`src/ccsri_pkg.sv`:
```
// ccsri_pkg: shared types, constants and codes for the regularised inverse block.
// No dependencies; every other file in src imports it.
package ccsri_pkg;

    // Parameter defaults
    localparam int MAX_DIM_DEF   = 1024;
    localparam int FRAC_BITS_DEF = 16;

    // Fixed field widths
    localparam int VAL_W     = 32;
    localparam int POS_W     = 10;
    localparam int DIM_W     = 11;
    localparam int CFG_IDX_W = 2;
    localparam int SQ_W      = 64;

    // Register reset values
    localparam logic [VAL_W-1:0] GAMMA_RST = 32'd655;
    localparam logic [DIM_W-1:0] DIM_RST   = 11'd1024;

    // Configuration register indexes
    localparam logic [CFG_IDX_W-1:0] CFG_GAMMA  = 2'd0;
    localparam logic [CFG_IDX_W-1:0] CFG_WIDTH  = 2'd1;
    localparam logic [CFG_IDX_W-1:0] CFG_HEIGHT = 2'd2;

    // Saturation limits of a quotient magnitude
    localparam logic [VAL_W-1:0] POS_LIMIT = 32'h7FFF_FFFF;
    localparam logic [VAL_W-1:0] NEG_LIMIT = 32'h8000_0000;

    // What an input beat does
    typedef enum logic [1:0] {
        KIND_HOLD,
        KIND_SINGLE,
        KIND_PAIR
    } item_kind_t;

    typedef enum logic [2:0] {
        ST_IDLE,
        ST_SQ1,
        ST_SQ2,
        ST_SUM,
        ST_DIV,
        ST_LOAD
    } state_t;

    // Controller to datapath
    typedef struct packed {
        logic accept;
        logic mul_en;
        logic mul_sel;
        logic sum_init;
        logic sum_add;
        logic div_init;
        logic div_step;
        logic load;
    } cmd_t;

    // Datapath to controller
    typedef struct packed {
        item_kind_t kind;
        logic       div_last;
        logic       buf_busy;
    } stat_t;

    // One result beat
    typedef struct packed {
        logic [POS_W-1:0]        row;
        logic [POS_W-1:0]        col;
        logic signed [VAL_W-1:0] value;
        logic                    sat;
        logic                    last;
        logic                    eof;
    } res_t;

endpackage

```
`src/ccsri_div.sv`:
```
// ccsri_div: restoring divider, one quotient bit per cycle while step is high, signed and saturated result.
// Depends on ccsri_pkg.
module ccsri_div (
    input  logic                           clk,
    input  logic                           init,
    input  logic                           step,
    input  logic [ccsri_pkg::VAL_W-1:0]    mag,
    input  logic                           neg,
    input  logic [ccsri_pkg::SQ_W-1:0]     divisor,
    output logic signed [ccsri_pkg::VAL_W-1:0] value,
    output logic                           sat
);
    import ccsri_pkg::*;

    logic [SQ_W-1:0]  rem_reg;
    logic [VAL_W-1:0] dvd_reg;
    logic [VAL_W-1:0] quo_reg;
    logic             ovf_reg;
    logic             neg_reg;

    logic [SQ_W:0]    rem_ext;
    logic             ge;
    logic [SQ_W-1:0]  rem_next;
    logic [VAL_W-1:0] limit;
    logic             over;
    logic             zero_div;
    logic [VAL_W-1:0] mag_q;

    // Trial subtract; remainder stays below the divisor so 64 bits hold it
    always_comb
    begin
        rem_ext  = {rem_reg, dvd_reg[VAL_W-1]};
        ge       = (rem_ext >= {1'b0, divisor});
        rem_next = ge ? SQ_W'(rem_ext - {1'b0, divisor}) : rem_ext[SQ_W-1:0];
    end

    // Iteration registers; dividend bits shift out MSB first, then zeros
    always_ff @(posedge clk)
    begin
        if (init)
        begin
            rem_reg <= '0;
            dvd_reg <= mag;
            quo_reg <= '0;
            ovf_reg <= 1'b0;
            neg_reg <= neg;
        end
        else if (step)
        begin
            rem_reg <= rem_next;
            dvd_reg <= {dvd_reg[VAL_W-2:0], 1'b0};
            quo_reg <= {quo_reg[VAL_W-2:0], ge};
            ovf_reg <= ovf_reg | quo_reg[VAL_W-1];
        end
    end

    // Clip, sign, and force zero on a zero divisor
    always_comb
    begin
        limit    = neg_reg ? NEG_LIMIT : POS_LIMIT;
        over     = ovf_reg || (quo_reg > limit);
        zero_div = (divisor == '0);
        mag_q    = over ? limit : quo_reg;
        if (zero_div)
            value = '0;
        else
            value = neg_reg ? -mag_q : mag_q;
        sat = !zero_div && over;
    end

endmodule

```
`src/ccsri_dp.sv`:
```
// ccsri_dp: counters, held pair halves, squarer, two dividers and the result buffer.
// Depends on ccsri_pkg and ccsri_div.
module ccsri_dp #(
    parameter int MAX_DIM   = ccsri_pkg::MAX_DIM_DEF,
    parameter int FRAC_BITS = ccsri_pkg::FRAC_BITS_DEF
) (
    input  logic                               clk,
    input  logic                               rst_n,
    input  ccsri_pkg::cmd_t                    cmd,
    output ccsri_pkg::stat_t                   stat,
    input  logic [ccsri_pkg::VAL_W-1:0]        spectrum_value,
    input  logic                               cfg_valid,
    output logic                               cfg_ready,
    input  logic [ccsri_pkg::CFG_IDX_W-1:0]    cfg_index,
    input  logic [ccsri_pkg::VAL_W-1:0]        cfg_data,
    output logic                               out_valid,
    input  logic                               out_ready,
    output logic [ccsri_pkg::POS_W-1:0]        row_index,
    output logic [ccsri_pkg::POS_W-1:0]        column_index,
    output logic signed [ccsri_pkg::VAL_W-1:0] result_value,
    output logic                               saturated,
    output logic                               last_of_run,
    output logic                               end_of_frame
);
    import ccsri_pkg::*;

    localparam int CNT_W  = $clog2(MAX_DIM);
    localparam int DW     = $clog2(MAX_DIM + 1);
    localparam int N_ITER = VAL_W + 2 * FRAC_BITS;
    localparam int IT_W   = $clog2(N_ITER);

    function automatic logic [DW-1:0] clamp_dim(input logic [DIM_W-1:0] raw);
        logic [DW-1:0] res;
        if (raw < DIM_W'(2))
            res = DW'(2);
        else if (32'(raw) > 32'(MAX_DIM))
            res = DW'(MAX_DIM);
        else
            res = DW'(raw);
        return res;
    endfunction

    function automatic logic [VAL_W-1:0] magn(input logic [VAL_W-1:0] a);
        return a[VAL_W-1] ? -a : a;
    endfunction

    // Configuration and position
    logic [VAL_W-1:0] gamma_reg;
    logic [DW-1:0]    w_reg;
    logic [DW-1:0]    h_reg;
    logic [CNT_W-1:0] row_reg;
    logic [CNT_W-1:0] col_reg;

    // First halves waiting for partners
    logic [VAL_W-1:0] held_int_reg;
    logic [VAL_W-1:0] held_first_reg;
    logic [VAL_W-1:0] held_last_reg;

    // Operands and tags captured on accept
    logic [VAL_W-1:0] mag1_reg;
    logic [VAL_W-1:0] mag2_reg;
    logic             neg1_reg;
    logic             neg2_reg;
    logic             pair_reg;
    logic [POS_W-1:0] r0_reg;
    logic [POS_W-1:0] c0_reg;
    logic [POS_W-1:0] r1_reg;
    logic [POS_W-1:0] c1_reg;
    logic             eof_reg;

    // Arithmetic
    logic [SQ_W-1:0]  prod_reg;
    logic [SQ_W-1:0]  sum_reg;
    logic [IT_W-1:0]  it_reg;

    // Result buffer
    res_t             slot0_reg;
    res_t             slot1_reg;
    logic [1:0]       cnt_reg;

    logic             last_c;
    logic             last_r;
    logic             vertical;
    logic             edge_row;
    item_kind_t       kind;
    logic [VAL_W-1:0] held_sel;
    logic [VAL_W-1:0] first_a;
    logic [VAL_W-1:0] mul_op;
    logic [SQ_W-1:0]  g_shift;
    logic signed [VAL_W-1:0] val_a;
    logic signed [VAL_W-1:0] val_b;
    logic             sat_a;
    logic             sat_b;
    logic             pop;
    logic             cfg_we;

    // Classify the next beat from its raster position
    always_comb
    begin
        last_c   = (DW'(col_reg) == w_reg - DW'(1));
        last_r   = (DW'(row_reg) == h_reg - DW'(1));
        vertical = (col_reg == '0) || (!w_reg[0] && last_c);
        edge_row = (row_reg == '0) || (!h_reg[0] && last_r);
        if (vertical)
        begin
            if (edge_row)
                kind = KIND_SINGLE;
            else if (row_reg[0])
                kind = KIND_HOLD;
            else
                kind = KIND_PAIR;
        end
        else
            kind = col_reg[0] ? KIND_HOLD : KIND_PAIR;
        if (vertical)
            held_sel = (col_reg != '0) ? held_last_reg : held_first_reg;
        else
            held_sel = held_int_reg;
        first_a = (kind == KIND_SINGLE) ? spectrum_value : held_sel;
    end

    assign cfg_ready = 1'b1;
    assign cfg_we    = cfg_valid && cfg_ready;

    // Registers, frame position and held halves
    always_ff @(posedge clk or negedge rst_n)
    begin
        if (!rst_n)
        begin
            gamma_reg      <= GAMMA_RST;
            w_reg          <= clamp_dim(DIM_RST);
            h_reg          <= clamp_dim(DIM_RST);
            row_reg        <= '0;
            col_reg        <= '0;
            held_int_reg   <= '0;
            held_first_reg <= '0;
            held_last_reg  <= '0;
        end
        else if (cfg_we)
        begin
            unique case (cfg_index)
                CFG_GAMMA:
                    gamma_reg <= cfg_data;
                CFG_WIDTH:
                begin
                    w_reg   <= clamp_dim(cfg_data[DIM_W-1:0]);
                    row_reg <= '0;
                    col_reg <= '0;
                end
                CFG_HEIGHT:
                begin
                    h_reg   <= clamp_dim(cfg_data[DIM_W-1:0]);
                    row_reg <= '0;
                    col_reg <= '0;
                end
                default:
                    ;
            endcase
        end
        else if (cmd.accept)
        begin
            if (kind == KIND_HOLD)
            begin
                if (!vertical)
                    held_int_reg <= spectrum_value;
                else if (col_reg != '0)
                    held_last_reg <= spectrum_value;
                else
                    held_first_reg <= spectrum_value;
            end
            if (last_c)
            begin
                col_reg <= '0;
                row_reg <= last_r ? '0 : row_reg + CNT_W'(1);
            end
            else
                col_reg <= col_reg + CNT_W'(1);
        end
    end

    // Operand and tag capture
    always_ff @(posedge clk)
    begin
        if (cmd.accept)
        begin
            mag1_reg <= magn(first_a);
            neg1_reg <= first_a[VAL_W-1];
            mag2_reg <= (kind == KIND_PAIR) ? magn(spectrum_value) : '0;
            neg2_reg <= !spectrum_value[VAL_W-1];
            pair_reg <= (kind == KIND_PAIR);
            eof_reg  <= last_r && last_c;
            r1_reg   <= POS_W'(row_reg);
            c1_reg   <= POS_W'(col_reg);
            if (kind == KIND_PAIR && vertical)
            begin
                r0_reg <= POS_W'(row_reg - CNT_W'(1));
                c0_reg <= POS_W'(col_reg);
            end
            else if (kind == KIND_PAIR)
            begin
                r0_reg <= POS_W'(row_reg);
                c0_reg <= POS_W'(col_reg - CNT_W'(1));
            end
            else
            begin
                r0_reg <= POS_W'(row_reg);
                c0_reg <= POS_W'(col_reg);
            end
        end
    end

    // Squarer and divisor accumulation
    assign mul_op  = cmd.mul_sel ? mag2_reg : mag1_reg;
    assign g_shift = SQ_W'(gamma_reg) << FRAC_BITS;

    always_ff @(posedge clk)
    begin
        if (cmd.mul_en)
            prod_reg <= SQ_W'(mul_op) * SQ_W'(mul_op);
        if (cmd.sum_init)
            sum_reg <= prod_reg + g_shift;
        else if (cmd.sum_add)
            sum_reg <= sum_reg + prod_reg;
    end

    // Quotient bit count
    always_ff @(posedge clk or negedge rst_n)
    begin
        if (!rst_n)
            it_reg <= '0;
        else if (cmd.div_init)
            it_reg <= IT_W'(N_ITER - 1);
        else if (cmd.div_step && it_reg != '0)
            it_reg <= it_reg - IT_W'(1);
    end

    ccsri_div u_div_a (
        .clk     (clk),
        .init    (cmd.div_init),
        .step    (cmd.div_step),
        .mag     (mag1_reg),
        .neg     (neg1_reg),
        .divisor (sum_reg),
        .value   (val_a),
        .sat     (sat_a)
    );

    ccsri_div u_div_b (
        .clk     (clk),
        .init    (cmd.div_init),
        .step    (cmd.div_step),
        .mag     (mag2_reg),
        .neg     (neg2_reg),
        .divisor (sum_reg),
        .value   (val_b),
        .sat     (sat_b)
    );

    // Result buffer: loaded only when empty, drained one beat at a time
    assign pop = out_valid && out_ready;

    always_ff @(posedge clk or negedge rst_n)
    begin
        if (!rst_n)
            cnt_reg <= 2'd0;
        else if (cmd.load)
            cnt_reg <= pair_reg ? 2'd2 : 2'd1;
        else if (pop)
            cnt_reg <= cnt_reg - 2'd1;
    end

    always_ff @(posedge clk)
    begin
        if (cmd.load)
        begin
            slot0_reg <= '{row: r0_reg, col: c0_reg, value: val_a, sat: sat_a,
                           last: !pair_reg, eof: !pair_reg && eof_reg};
            slot1_reg <= '{row: r1_reg, col: c1_reg, value: val_b, sat: sat_b,
                           last: 1'b1, eof: eof_reg};
        end
        else if (pop)
            slot0_reg <= slot1_reg;
    end

    assign out_valid    = (cnt_reg != 2'd0);
    assign row_index    = slot0_reg.row;
    assign column_index = slot0_reg.col;
    assign result_value = slot0_reg.value;
    assign saturated    = slot0_reg.sat;
    assign last_of_run  = slot0_reg.last;
    assign end_of_frame = slot0_reg.eof;

    assign stat.kind     = kind;
    assign stat.div_last = (it_reg == '0);
    assign stat.buf_busy = (cnt_reg != 2'd0);

endmodule

```
`src/ccsri_ctrl.sv`:
```
// ccsri_ctrl: sequencer for accept, squaring, division and result hand-off.
// Depends on ccsri_pkg.
module ccsri_ctrl (
    input  logic              clk,
    input  logic              rst_n,
    input  logic              in_valid,
    output logic              in_ready,
    input  ccsri_pkg::stat_t  stat,
    output ccsri_pkg::cmd_t   cmd
);
    import ccsri_pkg::*;

    state_t state_reg;
    state_t state_next;

    // State register
    always_ff @(posedge clk or negedge rst_n)
    begin
        if (!rst_n)
            state_reg <= ST_IDLE;
        else
            state_reg <= state_next;
    end

    // Next state and commands
    always_comb
    begin
        state_next = state_reg;
        cmd        = '0;
        in_ready   = 1'b0;
        unique case (state_reg)
            ST_IDLE:
            begin
                in_ready   = 1'b1;
                cmd.accept = in_valid;
                if (in_valid && stat.kind != KIND_HOLD)
                    state_next = ST_SQ1;
            end
            ST_SQ1:
            begin
                cmd.mul_en = 1'b1;
                state_next = ST_SQ2;
            end
            ST_SQ2:
            begin
                cmd.mul_en   = 1'b1;
                cmd.mul_sel  = 1'b1;
                cmd.sum_init = 1'b1;
                state_next   = ST_SUM;
            end
            ST_SUM:
            begin
                cmd.sum_add  = 1'b1;
                cmd.div_init = 1'b1;
                state_next   = ST_DIV;
            end
            ST_DIV:
            begin
                cmd.div_step = 1'b1;
                if (stat.div_last)
                    state_next = ST_LOAD;
            end
            ST_LOAD:
            begin
                if (!stat.buf_busy)
                begin
                    cmd.load   = 1'b1;
                    state_next = ST_IDLE;
                end
            end
            default:
                state_next = ST_IDLE;
        endcase
    end

endmodule

```
`src/ccs_spectrum_regularized_inverse_top.sv`:
```
// Top level of the regularised inverse filter on a packed conjugate-symmetric spectrum.
// Depends on ccsri_pkg, ccsri_ctrl and ccsri_dp.
//
//  Channel  | Handshake             | Beat content
//  ---------+-----------------------+------------------------------------------------
//  in       | in_valid / in_ready   | spectrum_value
//  out      | out_valid / out_ready | row_index, column_index, result_value,
//           |                       | saturated, last_of_run, end_of_frame
//  cfg      | cfg_valid / cfg_ready | cfg_index, cfg_data
//
// A beat that only holds a pair half is taken while the block stays idle. A beat
// that completes a pair or a real-only entry holds the input through the squaring,
// sum, division and load states, the division done by the two bit-serial dividers
// running side by side; both results of a pair come out of one run. Results sit in
// a two-deep buffer, so the next beat is taken while they wait; a new run stalls
// before loading until the buffer has fully drained. Reset clears state; no
// clearing pass is needed.
module ccs_spectrum_regularized_inverse_top #(
    parameter int MAX_DIM   = ccsri_pkg::MAX_DIM_DEF,
    parameter int FRAC_BITS = ccsri_pkg::FRAC_BITS_DEF
) (
    input  logic                               clk,
    input  logic                               rst_n,
    input  logic                               in_valid,
    output logic                               in_ready,
    input  logic signed [ccsri_pkg::VAL_W-1:0] spectrum_value,
    output logic                               out_valid,
    input  logic                               out_ready,
    output logic [ccsri_pkg::POS_W-1:0]        row_index,
    output logic [ccsri_pkg::POS_W-1:0]        column_index,
    output logic signed [ccsri_pkg::VAL_W-1:0] result_value,
    output logic                               saturated,
    output logic                               last_of_run,
    output logic                               end_of_frame,
    input  logic                               cfg_valid,
    output logic                               cfg_ready,
    input  logic [ccsri_pkg::CFG_IDX_W-1:0]    cfg_index,
    input  logic [ccsri_pkg::VAL_W-1:0]        cfg_data
);
    import ccsri_pkg::*;

    cmd_t  cmd;
    stat_t stat;

    ccsri_ctrl u_ctrl (
        .clk      (clk),
        .rst_n    (rst_n),
        .in_valid (in_valid),
        .in_ready (in_ready),
        .stat     (stat),
        .cmd      (cmd)
    );

    ccsri_dp #(
        .MAX_DIM   (MAX_DIM),
        .FRAC_BITS (FRAC_BITS)
    ) u_dp (
        .clk            (clk),
        .rst_n          (rst_n),
        .cmd            (cmd),
        .stat           (stat),
        .spectrum_value (spectrum_value),
        .cfg_valid      (cfg_valid),
        .cfg_ready      (cfg_ready),
        .cfg_index      (cfg_index),
        .cfg_data       (cfg_data),
        .out_valid      (out_valid),
        .out_ready      (out_ready),
        .row_index      (row_index),
        .column_index   (column_index),
        .result_value   (result_value),
        .saturated      (saturated),
        .last_of_run    (last_of_run),
        .end_of_frame   (end_of_frame)
    );

endmodule

```
`config.mk`:
```
export PLATFORM = sky130hd
export DESIGN_NAME = ccs_spectrum_regularized_inverse_top
export DESIGN_NICKNAME = d
export VERILOG_FILES = /design/src/ccsri_pkg.sv /design/src/ccsri_div.sv /design/src/ccsri_dp.sv /design/src/ccsri_ctrl.sv /design/src/ccs_spectrum_regularized_inverse_top.sv
export SDC_FILE = /design/constraint.sdc
export NUM_CORES = 2
export LEC_CHECK = 0
export ABC_AREA = 1
export BUFFER_PORTS_ARGS = -buffer_cell sky130_fd_sc_hd__buf_2
export CAP_MARGIN = 20
export CORE_UTILIZATION = 55
export CTS_CLUSTER_DIAMETER = 60
export DETAILED_ROUTE_END_ITERATION = 8
export HOLD_SLACK_MARGIN = 0.02
export PLACE_DENSITY = 0.71
export SYNTH_ARGS = -nofsm -noshare
export SYNTH_HDL_FRONTEND = slang
export SYNTH_SLANG_ARGS = --single-unit
```
`constraint.sdc`:
```
create_clock -name clk -period 12.5 [get_ports clk]
set_input_delay 0.625 -clock clk [delete_from_list [all_inputs] [get_ports clk]]
set_output_delay 0.625 -clock clk [all_outputs]
set_load 0.005 [all_outputs]
```
==> impl_metrics.ini <==
[setup_path]
slowest_delay_ns = 0.53
crit_arrival_ns = 10.47
crit_path_max_fanout = 46
slowest_stage = fa_1
crit_buf_inv = 6
cp-end-kind = flop
path_class = reg2reg
worst-path-stages = 31
crit_family = adder cells
required_ns = 12.94
start_kind = flop
crit_path_frequent_cell = fa_1
worstRegToRegCells = 31

[yosys]
synth_edf_count = 410
ys_seq_elements = 785
syn_area_mm2 = 0.08126
synth_ff_type = edfxtp_1
synth.distinct_cells = 69
synthArstFlopShare = 0.2306
synth_area_leaders = fa_1 20%, edfxtp_1 15%, ha_1 9.1%
synthMostInstantiatedCell = nand2_1
yosysTopAreaCellShare = 0.1971
synth_common_cells = 1951 x nand2_1, 1867 x inv_1, 1329 x nor2_1
yosys_warnings = 0
synthCells = 10420
synth.avg_cell_area_um2 = 7.801
yosysTopAreaCell = fa_1
synth.net_count = 11880
synth-seq-area-share = 0.2552

[die]
rows = 140
fp.coreArea_mm2 = 0.1461
start_util = 0.5563
die_area_mm2 = 0.1493
ios = 129
die_width_um = 386.4
die_h_um = 386.4

[job]
cap_violations = 0

[clock_network]
cts.clk_slew.worst_paths_ns = 0.06
cts_tree = built
cts_buffers = 100
htreeDepth = 3
cts-resized-gates = 0
insertion_delay_ns = 0.76
clock_sinks = 785
cts_root_buf = clkbuf_16
clockBufferDepth = 3

[sta]
fin_crit_sh = 0.8023
fin_skew_ns = 0.07510
slew_violations = 0
final-hold-violation-count = 0
relSlewSlack = 0.2059
fin_crit_ns = 10.03
rsz0062_at_grt = no
setup_viol = 0
tns_ns = 0
max_freq_mhz = 99.71
tightest_slew_ns = 1.179

[placement]
io_buffers = 127
place.gp.congestion = 1.036
dp_hpwl_um = 213100

[global_routing]
antenna_found_initial = 9
grtUsageTotal = 0.3583
grt_max_degree = 89
grt_overflow = 0
grt_first_pass_wirelength_um = 408700
grt_pass1_vias = 70390

[cells_and_area]
finalNetCount = 11930
drive_above_1_share = 0.05385
syn_to_final_growth_pct = 7.798

[hold_path]
holdCritPathClass = in2reg
min_path_cells = 2

[drt]
via_per_inst = 5.717
via_count = 71290
dr.pass1.iters = 7
drcViolationCount = 0
drt_wl_total_um = 268100
wl_per_cell_um = 21.50
ant_nets = 0
drt_iter0_drc = 6322

[status]
outcome = complete, no violations
-- metal layers --
metal,up-vias,part of all wire,global-route usage
met5,-,0.00013,0
met4,6,0.046,0.1395
met3,591,0.086,0.06500
met2,2959,0.45,0.5791
met1,34420,0.41,0.4770
li1,33310,-,-
-- timing repair --
action | in CTS | in global routing
hold endpoints to repair | 54 | 0
hold buffers | 1 | 0
setup buffers | 0 | 0
-- metrics by stage --
step / hold WS, ns / utilization / setup WS (ns) / cells / cell area [um2]
floorplan: 0.3294 / - / 1.316 / 10420 / 81260
global placement: 0.4013 / 0.5746 / 2.067 / 12270 / 83950
detailed placement: 0.4045 / 0.5754 / 2.062 / 12280 / 84060
CTS: 0.09257 / 0.5993 / 2.015 / 12460 / 87550
global route: 0.1013 / 0.5996 / 2.018 / 12470 / 87590
finish: 0.1272 / 0.5996 / 2.471 / 12470 / 87600
-- logic make-up (layout without fill, tap and decap cells) --
group | after synthesis | count (layout) | share of synthesized area
xor gates and xnor gates | 309 | 309 | 0.03330
other | 1 | 6 | 0.00004615
buffers and inverters | 2182 | 2313 | 0.1018
and+or+nand+nor | 3993 | 3993 | 0.2009
muxes | 26 | 26 | 0.003587
DFF | 785 | 785 | 0.2552
AOI/OAI and AO/OA | 1731 | 1731 | 0.1172
adders and majority gates | 1390 | 1390 | 0.2879
-- final timing paths --
check	start	end	slack, ns
setup / recovery	u_ctrl.state_reg[2]	u_dp.prod_reg[61]	2.47
hold / removal	cfg_data[14]	u_dp.gamma_reg[14]	0.13
setup reg to reg	u_ctrl.state_reg[2]	u_dp.prod_reg[61]	2.47
hold reg to reg	u_dp.c1_reg[6]	u_dp.slot1_reg[41]	0.39
max in group asynchronous	rst_n	u_dp.gamma_reg[10]	9.96
min in group asynchronous	rst_n	u_dp.held_last_reg[16]	0.38
-- cell type report --
class | count | area (um2)
clock buffer | 124 | 2716
antenna | 5 | 12.51
inverter | 1894 | 7111
multi-input combinational | 7450 | 52350
sequential | 785 | 20730
fill | 13460 | 58490
timing repair buffer | 234 | 1526
clock inverter | 61 | 757.0
tap | 1917 | 2399
-- layout by cell type, fill, tap and decap left out, types with 14 or more instances in the layout --
cell type,count
a21boi_0,18
a21o_1,32
a21oi_1,604
a31oi_1,100
buf_2,126
buf_4,100
clkbuf_1,15
clkbuf_16,103
clkinv_1,20
clkinv_2,16
dfrtp_1,173
dfxtp_1,194
edfxtp_1,410
fa_1,800
ha_1,590
inv_1,1863
inv_2,14
mux2_2,25
nand2_1,1944
nand3_1,405
nand3b_1,29
nand4_1,54
nor2_1,1324
nor2_2,19
nor2_4,14
nor3_1,77
nor4_1,51
o211ai_1,30
o21a_1,43
o21ai_0,709
o21ai_1,38
o21bai_1,37
o22ai_1,48
or2_2,31
xnor2_1,109
xor2_1,200
Power is not shown: default switching activity piles up to over one toggle a cycle in this logic, so the estimate is an artifact.
